==> config.mk <==
export PLATFORM = sky130hd
export DESIGN_NAME = ascii_command_link_checksum_seq_core
export DESIGN_NICKNAME = d
export VERILOG_FILES = /design/src/sv/aclcs_pkg.sv /design/src/sv/ascii_command_link_checksum_seq_core.sv
export SDC_FILE = /design/constraint.sdc
export NUM_CORES = 1
export LEC_CHECK = 0
export ABC_CLOCK_PERIOD_IN_PS = 5500
export CAP_MARGIN = 10
export CORE_ASPECT_RATIO = 0.6
export CORE_MARGIN = 2
export CORE_UTILIZATION = 43
export CTS_CLUSTER_DIAMETER = 30
export DETAILED_ROUTE_END_ITERATION = 6
export DONT_BUFFER_PORTS = 1
export PLACE_DENSITY_LB_ADDON = 0.15
export SLEW_MARGIN = 15
export SYNTH_ARGS = -nofsm -noshare
export SYNTH_HDL_FRONTEND = slang
export SYNTH_SLANG_ARGS = --single-unit
==> constraint.sdc <==
create_clock -name i_clk -period 5.5 [get_ports i_clk]
set_input_delay 1.65 -clock i_clk [delete_from_list [all_inputs] [get_ports i_clk]]
set_output_delay 1.65 -clock i_clk [all_outputs]
set_load 0.03 [all_outputs]
==> src/sv/aclcs_pkg.sv <==
// Shared constants and helpers for the ASCII command link with checksum and sequence id.
// Holds command, status, reply-match and register index codes and the hex digit helpers.
// No dependencies.
`timescale 1ns / 1ps

package aclcs_pkg;

    // Receive buffer length and token limit of the reply parser
    localparam int BUFFER_LENGTH = 32;
    localparam int MAX_TOKENS    = 10;

    localparam logic [5:0] RX_LIMIT   = 6'(BUFFER_LENGTH - 1);
    localparam logic [3:0] TOKEN_MAX  = 4'(MAX_TOKENS);

    // Input command codes
    localparam logic [1:0] CMD_TX_BYTE = 2'd0;
    localparam logic [1:0] CMD_TX_END  = 2'd1;
    localparam logic [1:0] CMD_RX_BYTE = 2'd2;
    localparam logic [1:0] CMD_TICK    = 2'd3;

    // Result kind codes
    localparam logic KIND_BYTE   = 1'b0;
    localparam logic KIND_STATUS = 1'b1;

    // Transaction status codes
    localparam logic [2:0] ST_OK       = 3'd0;
    localparam logic [2:0] ST_REFUSED  = 3'd1;
    localparam logic [2:0] ST_INVALID  = 3'd2;
    localparam logic [2:0] ST_TIMEOUT  = 3'd3;
    localparam logic [2:0] ST_OVERFLOW = 3'd4;

    // First-token match progress
    localparam logic [2:0] MATCH_NONE  = 3'd0;
    localparam logic [2:0] MATCH_O     = 3'd1;
    localparam logic [2:0] MATCH_N     = 3'd2;
    localparam logic [2:0] MATCH_OK    = 3'd3;
    localparam logic [2:0] MATCH_NK    = 3'd4;
    localparam logic [2:0] MATCH_OTHER = 3'd5;
    localparam logic [2:0] MATCH_OK_SP = 3'd6;
    localparam logic [2:0] MATCH_NK_SP = 3'd7;

    // Sequence id capture phases
    localparam logic [1:0] SEQ_NONE = 2'd0;
    localparam logic [1:0] SEQ_DIG1 = 2'd1;
    localparam logic [1:0] SEQ_DIG2 = 2'd2;
    localparam logic [1:0] SEQ_DONE = 2'd3;

    // Configuration register indexes
    localparam logic [2:0] CFG_TIMEOUT  = 3'd0;
    localparam logic [2:0] CFG_SEQ_EN   = 3'd1;
    localparam logic [2:0] CFG_SEQ_SEED = 3'd2;
    localparam logic [2:0] CFG_START    = 3'd3;
    localparam logic [2:0] CFG_END      = 3'd4;
    localparam logic [2:0] CFG_SEQ_CHAR = 3'd5;
    localparam logic [2:0] CFG_INVALID  = 3'd6;

    // Fixed characters
    localparam logic [7:0] CHAR_CARET = 8'h5E;
    localparam logic [7:0] CHAR_SPACE = 8'h20;
    localparam logic [7:0] CHAR_O     = 8'h4F;
    localparam logic [7:0] CHAR_N     = 8'h4E;
    localparam logic [7:0] CHAR_K     = 8'h4B;

    // One output beat
    typedef struct packed {
        logic       kind;
        logic [7:0] line_byte;
        logic [2:0] status;
    } t_beat;

    // True for '0'-'9' and 'A'-'F'
    function automatic logic hex_ok(input logic [7:0] c);
        return ((c >= 8'h30) && (c <= 8'h39)) || ((c >= 8'h41) && (c <= 8'h46));
    endfunction

    // Nibble value of a valid hex digit
    function automatic logic [3:0] hex_nib(input logic [7:0] c);
        return (c <= 8'h39) ? c[3:0] : 4'(c[3:0] + 4'd9);
    endfunction

    // Uppercase hex digit for a nibble
    function automatic logic [7:0] hex_char(input logic [3:0] d);
        return (d < 4'd10) ? (8'h30 + {4'd0, d}) : (8'h37 + {4'd0, d});
    endfunction

endpackage

==> src/sv/ascii_command_link_checksum_seq_core.sv <==
// ASCII command link core: transmit framing with checksum and sequence id, reply parser.
// Depends on aclcs_pkg for codes, the beat type and the hex helpers.
`timescale 1ns / 1ps

// The block takes one input beat per cycle while its burst is empty or its final beat
// is leaving, doing all its work in that cycle and loading the results into a burst
// register of up to eight beats that drains one beat per cycle while the master is
// ready. End of command holds off input until its four beats (eight with the id) drain.
// A new beat is accepted in the same cycle as the final beat of the previous burst leaves.
// Input tuser carries the command (0 command byte, 1 end of command, 2 received byte,
// 3 tick); output tuser is 1 for a status beat, whose status code sits in tdata[10:8].
// The user must write configuration registers only while the block is idle (not enforced).
module ascii_command_link_checksum_seq_core (
    input  logic        i_clk,
    input  logic        i_rst_n,
    // Slave side
    input  logic        i_s_axis_tvalid,
    output logic        o_s_axis_tready,
    input  logic [7:0]  i_s_axis_tdata,   // [7:0] data_byte
    input  logic [1:0]  i_s_axis_tuser,   // [1:0] command
    // Master side
    output logic        o_m_axis_tvalid,
    input  logic        i_m_axis_tready,
    output logic [15:0] o_m_axis_tdata,   // [7:0] line_byte, [10:8] status, [15:11] zero
    output logic        o_m_axis_tuser,   // [0] kind
    output logic        o_m_axis_tlast,
    // Configuration write port
    input  logic        i_cfg_we,
    input  logic [2:0]  i_cfg_index,
    input  logic [15:0] i_cfg_wdata
);

    // Configuration registers
    logic [15:0] r_timeout_ticks;
    logic        r_seq_enable;
    logic [7:0]  r_seq_seed, r_start_char, r_end_char, r_seq_char, r_invalid_seq;

    // Link state
    logic [7:0]  r_seq_counter, n_seq_counter;
    logic [7:0]  r_tx_check, n_tx_check;
    logic        r_armed, n_armed;
    logic [5:0]  r_rx_count, n_rx_count;
    logic [7:0]  r_rx_check, n_rx_check;
    logic        r_past_caret, n_past_caret;
    logic [7:0]  r_hex_capture, n_hex_capture;
    logic [1:0]  r_hex_digits, n_hex_digits;
    logic        r_hex_bad, n_hex_bad;
    logic [3:0]  r_token_scan, n_token_scan;
    logic [2:0]  r_reply_match, n_reply_match;
    logic [1:0]  r_seq_phase, n_seq_phase;
    logic [7:0]  r_seq_capture, n_seq_capture;
    logic        r_gap, n_gap;
    logic [15:0] r_tick_count, n_tick_count;

    // Result burst
    aclcs_pkg::t_beat r_burst [8];
    aclcs_pkg::t_beat n_burst [8];
    logic [3:0]  r_count, n_count;

    // Working signals
    logic        accept, take, rx_clear;
    logic [7:0]  c;
    logic [1:0]  cmd;
    logic        c_ok;
    logic [3:0]  c_nib;
    logic [7:0]  seq_inc, seq_next, tx_seq, rx_sum;
    logic [15:0] tick_next;

    assign c    = i_s_axis_tdata;
    assign cmd  = i_s_axis_tuser;
    assign c_ok  = aclcs_pkg::hex_ok(c);
    assign c_nib = aclcs_pkg::hex_nib(c);

    // Handshakes: take a new beat once the burst is empty or its final beat leaves now
    assign take            = (r_count != 4'd0) && i_m_axis_tready;
    assign o_s_axis_tready = (r_count == 4'd0) || ((r_count == 4'd1) && i_m_axis_tready);
    assign accept          = i_s_axis_tvalid && o_s_axis_tready;

    assign o_m_axis_tvalid = (r_count != 4'd0);
    assign o_m_axis_tdata  = {5'd0, r_burst[0].status, r_burst[0].line_byte};
    assign o_m_axis_tuser  = r_burst[0].kind;
    assign o_m_axis_tlast  = (r_count == 4'd1);

    // Next sequence id and checksum with the id bytes folded in
    assign seq_inc  = r_seq_counter + 8'd1;
    assign seq_next = (seq_inc == r_invalid_seq) ? (seq_inc + 8'd1) : seq_inc;
    assign tx_seq   = r_tx_check ^ aclcs_pkg::CHAR_SPACE ^ r_seq_char
                    ^ aclcs_pkg::hex_char(seq_next[7:4]) ^ aclcs_pkg::hex_char(seq_next[3:0]);
    assign rx_sum   = r_hex_bad ? 8'd0 : r_hex_capture;
    assign tick_next = (r_tick_count != 16'hFFFF) ? (r_tick_count + 16'd1) : r_tick_count;

    // Per-beat work: link state update and result burst
    always_comb begin
        n_seq_counter = r_seq_counter;
        n_tx_check    = r_tx_check;
        n_armed       = r_armed;
        n_rx_count    = r_rx_count;
        n_rx_check    = r_rx_check;
        n_past_caret  = r_past_caret;
        n_hex_capture = r_hex_capture;
        n_hex_digits  = r_hex_digits;
        n_hex_bad     = r_hex_bad;
        n_token_scan  = r_token_scan;
        n_reply_match = r_reply_match;
        n_seq_phase   = r_seq_phase;
        n_seq_capture = r_seq_capture;
        n_gap         = r_gap;
        n_tick_count  = r_tick_count;
        rx_clear      = 1'b0;

        // Drain: shift the burst down by one beat when the head beat leaves
        for (int i = 0; i < 7; i++) begin
            n_burst[i] = take ? r_burst[i + 1] : r_burst[i];
        end
        n_burst[7] = r_burst[7];
        n_count    = take ? (r_count - 4'd1) : r_count;

        if (accept) begin
            n_count = 4'd0;
            case (cmd)
                aclcs_pkg::CMD_TX_BYTE: begin
                    n_tx_check = r_tx_check ^ c;
                    n_burst[0] = '{aclcs_pkg::KIND_BYTE, c, aclcs_pkg::ST_OK};
                    n_count    = 4'd1;
                end
                aclcs_pkg::CMD_TX_END: begin
                    if (r_seq_enable) begin
                        n_seq_counter = seq_next;
                        n_burst[0] = '{aclcs_pkg::KIND_BYTE, aclcs_pkg::CHAR_SPACE,
                                       aclcs_pkg::ST_OK};
                        n_burst[1] = '{aclcs_pkg::KIND_BYTE, r_seq_char, aclcs_pkg::ST_OK};
                        n_burst[2] = '{aclcs_pkg::KIND_BYTE,
                                       aclcs_pkg::hex_char(seq_next[7:4]), aclcs_pkg::ST_OK};
                        n_burst[3] = '{aclcs_pkg::KIND_BYTE,
                                       aclcs_pkg::hex_char(seq_next[3:0]), aclcs_pkg::ST_OK};
                        n_burst[4] = '{aclcs_pkg::KIND_BYTE, aclcs_pkg::CHAR_CARET,
                                       aclcs_pkg::ST_OK};
                        n_burst[5] = '{aclcs_pkg::KIND_BYTE,
                                       aclcs_pkg::hex_char(tx_seq[7:4]), aclcs_pkg::ST_OK};
                        n_burst[6] = '{aclcs_pkg::KIND_BYTE,
                                       aclcs_pkg::hex_char(tx_seq[3:0]), aclcs_pkg::ST_OK};
                        n_burst[7] = '{aclcs_pkg::KIND_BYTE, r_end_char, aclcs_pkg::ST_OK};
                        n_count    = 4'd8;
                    end else begin
                        n_burst[0] = '{aclcs_pkg::KIND_BYTE, aclcs_pkg::CHAR_CARET,
                                       aclcs_pkg::ST_OK};
                        n_burst[1] = '{aclcs_pkg::KIND_BYTE,
                                       aclcs_pkg::hex_char(r_tx_check[7:4]), aclcs_pkg::ST_OK};
                        n_burst[2] = '{aclcs_pkg::KIND_BYTE,
                                       aclcs_pkg::hex_char(r_tx_check[3:0]), aclcs_pkg::ST_OK};
                        n_burst[3] = '{aclcs_pkg::KIND_BYTE, r_end_char, aclcs_pkg::ST_OK};
                        n_count    = 4'd4;
                    end
                    n_tx_check   = 8'd0;
                    n_armed      = 1'b1;
                    n_tick_count = 16'd0;
                    rx_clear     = 1'b1;
                end
                aclcs_pkg::CMD_RX_BYTE: begin
                    if (!r_armed) begin
                        // drop: receiver idle
                    end else if ((r_rx_count == 6'd0) && (c != r_start_char)) begin
                        // drop: waiting for start of frame
                    end else if ((r_rx_count != 6'd0) && (c == r_end_char)) begin
                        // Frame end: checksum, empty token part, sequence id, then status
                        rx_clear = 1'b1;
                        if (!(r_past_caret && (rx_sum != r_rx_check))
                                && (r_token_scan != 4'd0)
                                && !((r_seq_phase != aclcs_pkg::SEQ_NONE)
                                     && (r_seq_capture != r_seq_counter))) begin
                            n_armed = 1'b0;
                            n_count = 4'd1;
                            if ((r_reply_match == aclcs_pkg::MATCH_OK)
                                    || (r_reply_match == aclcs_pkg::MATCH_OK_SP)) begin
                                n_burst[0] = '{aclcs_pkg::KIND_STATUS, 8'd0, aclcs_pkg::ST_OK};
                            end else if ((r_reply_match == aclcs_pkg::MATCH_NK)
                                    || (r_reply_match == aclcs_pkg::MATCH_NK_SP)) begin
                                n_burst[0] = '{aclcs_pkg::KIND_STATUS, 8'd0,
                                               aclcs_pkg::ST_REFUSED};
                            end else begin
                                n_burst[0] = '{aclcs_pkg::KIND_STATUS, 8'd0,
                                               aclcs_pkg::ST_INVALID};
                            end
                        end
                    end else begin
                        n_rx_count = r_rx_count + 6'd1;
                        if (!r_past_caret) begin
                            if (c == aclcs_pkg::CHAR_CARET) begin
                                n_past_caret = 1'b1;
                            end else begin
                                n_rx_check = r_rx_check ^ c;
                                // Tokenize the part before the caret
                                if (r_seq_phase != aclcs_pkg::SEQ_NONE) begin
                                    if (r_seq_phase != aclcs_pkg::SEQ_DONE) begin
                                        if (!c_ok) begin
                                            n_seq_capture = 8'd0;
                                            n_seq_phase   = aclcs_pkg::SEQ_DONE;
                                        end else begin
                                            n_seq_capture = {r_seq_capture[3:0], c_nib};
                                            n_seq_phase   = r_seq_phase + 2'd1;
                                        end
                                    end
                                end else if (r_token_scan >= aclcs_pkg::TOKEN_MAX) begin
                                    // hold: token limit reached
                                end else if (r_token_scan == 4'd0) begin
                                    n_token_scan = 4'd1;
                                    n_gap        = 1'b0;
                                end else if (r_gap) begin
                                    if (c == r_seq_char) begin
                                        n_seq_phase = aclcs_pkg::SEQ_DIG1;
                                    end else begin
                                        n_token_scan = r_token_scan + 4'd1;
                                        n_gap        = 1'b0;
                                    end
                                end else if (c == aclcs_pkg::CHAR_SPACE) begin
                                    n_gap = 1'b1;
                                    if (r_token_scan == 4'd1) begin
                                        if (r_reply_match == aclcs_pkg::MATCH_OK) begin
                                            n_reply_match = aclcs_pkg::MATCH_OK_SP;
                                        end else if (r_reply_match == aclcs_pkg::MATCH_NK) begin
                                            n_reply_match = aclcs_pkg::MATCH_NK_SP;
                                        end else if (r_reply_match < aclcs_pkg::MATCH_OK) begin
                                            n_reply_match = aclcs_pkg::MATCH_OTHER;
                                        end
                                    end
                                end else if (r_token_scan == 4'd1) begin
                                    case (r_reply_match)
                                        aclcs_pkg::MATCH_NONE: begin
                                            if (c == aclcs_pkg::CHAR_O) begin
                                                n_reply_match = aclcs_pkg::MATCH_O;
                                            end else if (c == aclcs_pkg::CHAR_N) begin
                                                n_reply_match = aclcs_pkg::MATCH_N;
                                            end else begin
                                                n_reply_match = aclcs_pkg::MATCH_OTHER;
                                            end
                                        end
                                        aclcs_pkg::MATCH_O: begin
                                            n_reply_match = (c == aclcs_pkg::CHAR_K)
                                                ? aclcs_pkg::MATCH_OK : aclcs_pkg::MATCH_OTHER;
                                        end
                                        aclcs_pkg::MATCH_N: begin
                                            n_reply_match = (c == aclcs_pkg::CHAR_K)
                                                ? aclcs_pkg::MATCH_NK : aclcs_pkg::MATCH_OTHER;
                                        end
                                        aclcs_pkg::MATCH_OK, aclcs_pkg::MATCH_NK: begin
                                            n_reply_match = aclcs_pkg::MATCH_OTHER;
                                        end
                                        default: begin
                                        end
                                    endcase
                                end
                            end
                        end else if (r_hex_digits < 2'd2) begin
                            // Collect the checksum digits; a bad digit zeroes the value
                            n_hex_digits = r_hex_digits + 2'd1;
                            if (!c_ok) begin
                                n_hex_bad = 1'b1;
                            end else begin
                                n_hex_capture = {r_hex_capture[3:0], c_nib};
                            end
                        end
                        // Overflow once the buffer is full
                        if (n_rx_count >= aclcs_pkg::RX_LIMIT) begin
                            rx_clear   = 1'b1;
                            n_armed    = 1'b0;
                            n_burst[0] = '{aclcs_pkg::KIND_STATUS, 8'd0, aclcs_pkg::ST_OVERFLOW};
                            n_count    = 4'd1;
                        end
                    end
                end
                default: begin
                    // Tick: count while armed and time out
                    if (r_armed) begin
                        n_tick_count = tick_next;
                        if (tick_next >= r_timeout_ticks) begin
                            rx_clear   = 1'b1;
                            n_armed    = 1'b0;
                            n_burst[0] = '{aclcs_pkg::KIND_STATUS, 8'd0, aclcs_pkg::ST_TIMEOUT};
                            n_count    = 4'd1;
                        end
                    end
                end
            endcase
        end

        // Restart the receiver
        if (rx_clear) begin
            n_rx_count    = 6'd0;
            n_rx_check    = 8'd0;
            n_past_caret  = 1'b0;
            n_hex_capture = 8'd0;
            n_hex_digits  = 2'd0;
            n_hex_bad     = 1'b0;
            n_token_scan  = 4'd0;
            n_reply_match = aclcs_pkg::MATCH_NONE;
            n_seq_phase   = aclcs_pkg::SEQ_NONE;
            n_seq_capture = 8'd0;
            n_gap         = 1'b0;
        end

        // Writing the enable loads the sequence counter
        if (i_cfg_we && (i_cfg_index == aclcs_pkg::CFG_SEQ_EN)) begin
            n_seq_counter = i_cfg_wdata[0] ? r_seq_seed : r_invalid_seq;
        end
    end

    // Configuration registers
    always_ff @(posedge i_clk) begin
        if (!i_rst_n) begin
            r_timeout_ticks <= 16'd1000;
            r_seq_enable    <= 1'b0;
            r_seq_seed      <= 8'd1;
            r_start_char    <= 8'd36;
            r_end_char      <= 8'd13;
            r_seq_char      <= 8'd58;
            r_invalid_seq   <= 8'd0;
        end else if (i_cfg_we) begin
            case (i_cfg_index)
                aclcs_pkg::CFG_TIMEOUT:  r_timeout_ticks <= i_cfg_wdata;
                aclcs_pkg::CFG_SEQ_EN:   r_seq_enable    <= i_cfg_wdata[0];
                aclcs_pkg::CFG_SEQ_SEED: r_seq_seed      <= i_cfg_wdata[7:0];
                aclcs_pkg::CFG_START:    r_start_char    <= i_cfg_wdata[7:0];
                aclcs_pkg::CFG_END:      r_end_char      <= i_cfg_wdata[7:0];
                aclcs_pkg::CFG_SEQ_CHAR: r_seq_char      <= i_cfg_wdata[7:0];
                aclcs_pkg::CFG_INVALID:  r_invalid_seq   <= i_cfg_wdata[7:0];
                default: begin
                end
            endcase
        end
    end

    // Link state and burst count
    always_ff @(posedge i_clk) begin
        if (!i_rst_n) begin
            r_seq_counter <= 8'd0;
            r_tx_check    <= 8'd0;
            r_armed       <= 1'b0;
            r_rx_count    <= 6'd0;
            r_rx_check    <= 8'd0;
            r_past_caret  <= 1'b0;
            r_hex_capture <= 8'd0;
            r_hex_digits  <= 2'd0;
            r_hex_bad     <= 1'b0;
            r_token_scan  <= 4'd0;
            r_reply_match <= aclcs_pkg::MATCH_NONE;
            r_seq_phase   <= aclcs_pkg::SEQ_NONE;
            r_seq_capture <= 8'd0;
            r_gap         <= 1'b0;
            r_tick_count  <= 16'd0;
            r_count       <= 4'd0;
        end else begin
            r_seq_counter <= n_seq_counter;
            r_tx_check    <= n_tx_check;
            r_armed       <= n_armed;
            r_rx_count    <= n_rx_count;
            r_rx_check    <= n_rx_check;
            r_past_caret  <= n_past_caret;
            r_hex_capture <= n_hex_capture;
            r_hex_digits  <= n_hex_digits;
            r_hex_bad     <= n_hex_bad;
            r_token_scan  <= n_token_scan;
            r_reply_match <= n_reply_match;
            r_seq_phase   <= n_seq_phase;
            r_seq_capture <= n_seq_capture;
            r_gap         <= n_gap;
            r_tick_count  <= n_tick_count;
            r_count       <= n_count;
        end
    end

    // Burst payload
    always_ff @(posedge i_clk) begin
        for (int i = 0; i < 8; i++) begin
            r_burst[i] <= n_burst[i];
        end
    end

endmodule

==> results.cfg <==
[pwr]
p_leak_nw = 5.586
power_density_nw_per_um2 = 397.0
max-vdd-ir-drop_uv = 311.1
power.total_mw = 5.782

[sta]
final_max_slew_viol_count = 0
max_freq_mhz = 209.5
slew_headroom_pct = 30.29
worst_slew_pin_slew_ps = 1038
hold_viol = 0
holdWs_ps = 442.8
layout_min_cycle_time_ps = 4772
grt_setup_unrepaired = false
tns_ps = 0
period_share_pct = 86.77
setup_violations = 0
skew_ps = 29.87

[cells_and_area]
drive_gt1_share_pct = 7.650
final_common_cell = nand2_1
final_core_util_pct = 48.78
area_growth_pct = 11.93
finalNetCount = 1675
layout_common_cells = nand2_1, dfxtp_1, nor2_1
diodes = 0
final_cells = 2042

[synth]
synth_ff_type = dfxtp_1
synth_cell_types = 81
synthArstFlopShare_pct = 0
ys_ff_latch = 230
synth_area_per_cell_um2 = 7.919
synth_enable_flop_cells = 8
synth_seq_area_share_pct = 36.00
synth_top_area_share_pct = 34.16
yosys.area.top_type = dfxtp_1
ys.warnings.count = 0
synth_area_leaders = dfxtp_1, nand2_1, a21oi_1
synthCells = 1643
synth_area_um2 = 13010

[die]
rows = 49
die_w_um = 228.6
coreArea_um2 = 29860
start_util_pct = 43.58
io_pins = 54
dieArea_um2 = 31710
die_y_um = 138.7

[clock_network]
cts_buffers = 40
cts_tree = yes
clock_path_buffers = 3
clk_pin_slew_ps = 50
cts_hold_buf = 0
htree_levels = 2
postCtsSetupRepairBufs = 0
cts_resized = 0
clock-sinks = 230
clk_latency_ps = 540
root_buffer = clkbuf_16

[placed_design]
dp_hpwl_mm = 26.17
place_inst = 1968
gp_routability_congestion = 0.8843
portBuffers = 0

[drt]
vias_per_cell = 5.559
drc = 0
drtPass1Iterations = 5
routed_wl_mm = 37.34
vias = 11352
ant_nets = 0
drt_iter0_markers = 991
wl_per_cell_um = 18.28

[run_status]
run_status = completed

[setup_path]
worstSetupPathType = reg -> reg
cp.arrival_ps = 5220
cp_max_fo = 15
cp.required_ps = 5950
start_kind = flop
end_kind = flop
worstRegToRegCells = 17
rrSetupSlack_ps = 730

[global_route]
grt_max_degree = 97
antenna_found_initial = 0
grt_pass1_wl_mm = 58.69
grt_overflow_total = 0
track_usage_pct = 23.25
first_global_vias = 10445

[worst_hold_path]
min_path_cells = 2
min_path_type = reg -> reg

[flow_run]
drv_cap = 0
## Yosys cell counts, types with 8 or more instances
library cell  instances
nand2_1             322
dfxtp_1             222
nor2_1              118
a21oi_1             109
clkbuf_1             81
xor2_1               57
xnor2_1              56
mux2i_1              49
o21ai_0              49
inv_1                46
a21boi_0             44
nand3_1              44
ha_1                 39
nor3_1               35
a31oi_1              26
nor2b_1              26
and3_1               21
buf_4                21
nand4_1              20
a22oi_1              16
and2_1               14
nand2b_1             14
o22ai_1              14
a21o_1               13
a211oi_1             12
o211ai_1             12
nor3b_1              11
nor4_1                9
buf_1                 8
edfxtp_1              8
## sequential cells by signal (all words and copies together) (netlist names), 6 cells and up
register and cells:
r_invalid_seq 8, r_end_char 8, r_rx_count 6, r_seq_seed 8, r_seq_char 8, r_rx_check 8
r_seq_counter 8, r_tick_count 16, r_seq_capture 8, r_burst 92, r_start_char 8, r_timeout_ticks 16
r_tx_check 8, r_hex_capture 8
## power breakdown
part	switching [mW]	internal, mW	leakage [nW]
registers	0.217	1.92	1.88
logic	0.778	0.455	3.07
clock network	0.932	1.49	0.630
## worst max-delay path: stages (launching register included)
cell	delay, ps
dfxtp_1	490
ha_1	380
buf_4	210
and3b_1	240
nand3_1	100
o221ai_2	190
a22o_2	340
and3_4	340
nand2_1	100
o2bb2ai_1	250
xnor2_1	210
ha_1	260
nand2_1	50
or3b_1	340
and3_1	180
xnor3_1	460
or3_1	390
a22oi_1	140
## per-stage QoR
| stage | instance area, um^2 | setup slack [ps] |
|---|---|---|
| floorplan | 13030 | 781.0 |
| global placement | 13240 | 897.5 |
| detailed placement | 13240 | 819.0 |
| CTS | 14560 | 786.1 |
| global route | 14560 | 435.9 |
| finish | 14560 | 727.5 |
## cell type report
| cell class | count | area, um^2 |
|---|---|---|
| clock buffers | 51 | 1136 |
| clock inverters | 23 | 183.9 |
| fillers | 2887 | 15290 |
| inverters | 48 | 180.2 |
| multi-input cells | 1252 | 7644 |
| flip-flops and latches | 230 | 4684 |
| well taps | 408 | 510.5 |
| repair buffers | 30 | 225.2 |
## final timing paths
check                    from        endpoint
min reg2reg    r_burst[1][26]  r_burst[1][14]
max          r_seq_counter[0]  r_burst[1][29]
min            r_burst[1][26]  r_burst[1][14]
max reg2reg  r_seq_counter[0]  r_burst[1][29]
## layer usage
metal | up-vias | routed length, um | part of all wire [%] | track usage (%)
met3 | 57 | 2422 | 6.5 | 5.016
met1 | 5328 | 19480 | 52 | 35.75
met2 | 325 | 14750 | 40 | 32.06
met4 | 0 | 677 | 1.8 | 6.639
li1 | 5642 | - | - | -
met5 | - | 0 | 0 | 0
## cells by family (layout without fill, tap and decap cells)
group / Yosys count / in the layout / synth area share [%]
mux: 53 / 53 / 4.116
compound gates: 363 / 363 / 18.31
other cells: 1 / 5 / 0.02882
xor+xnor: 118 / 118 / 8.385
fa+ha+maj: 39 / 39 / 3.750
simple gates: 674 / 674 / 23.93
buf+inv: 165 / 152 / 5.481
flops: 230 / 230 / 36.00
(Power assumes the default switching activity.)
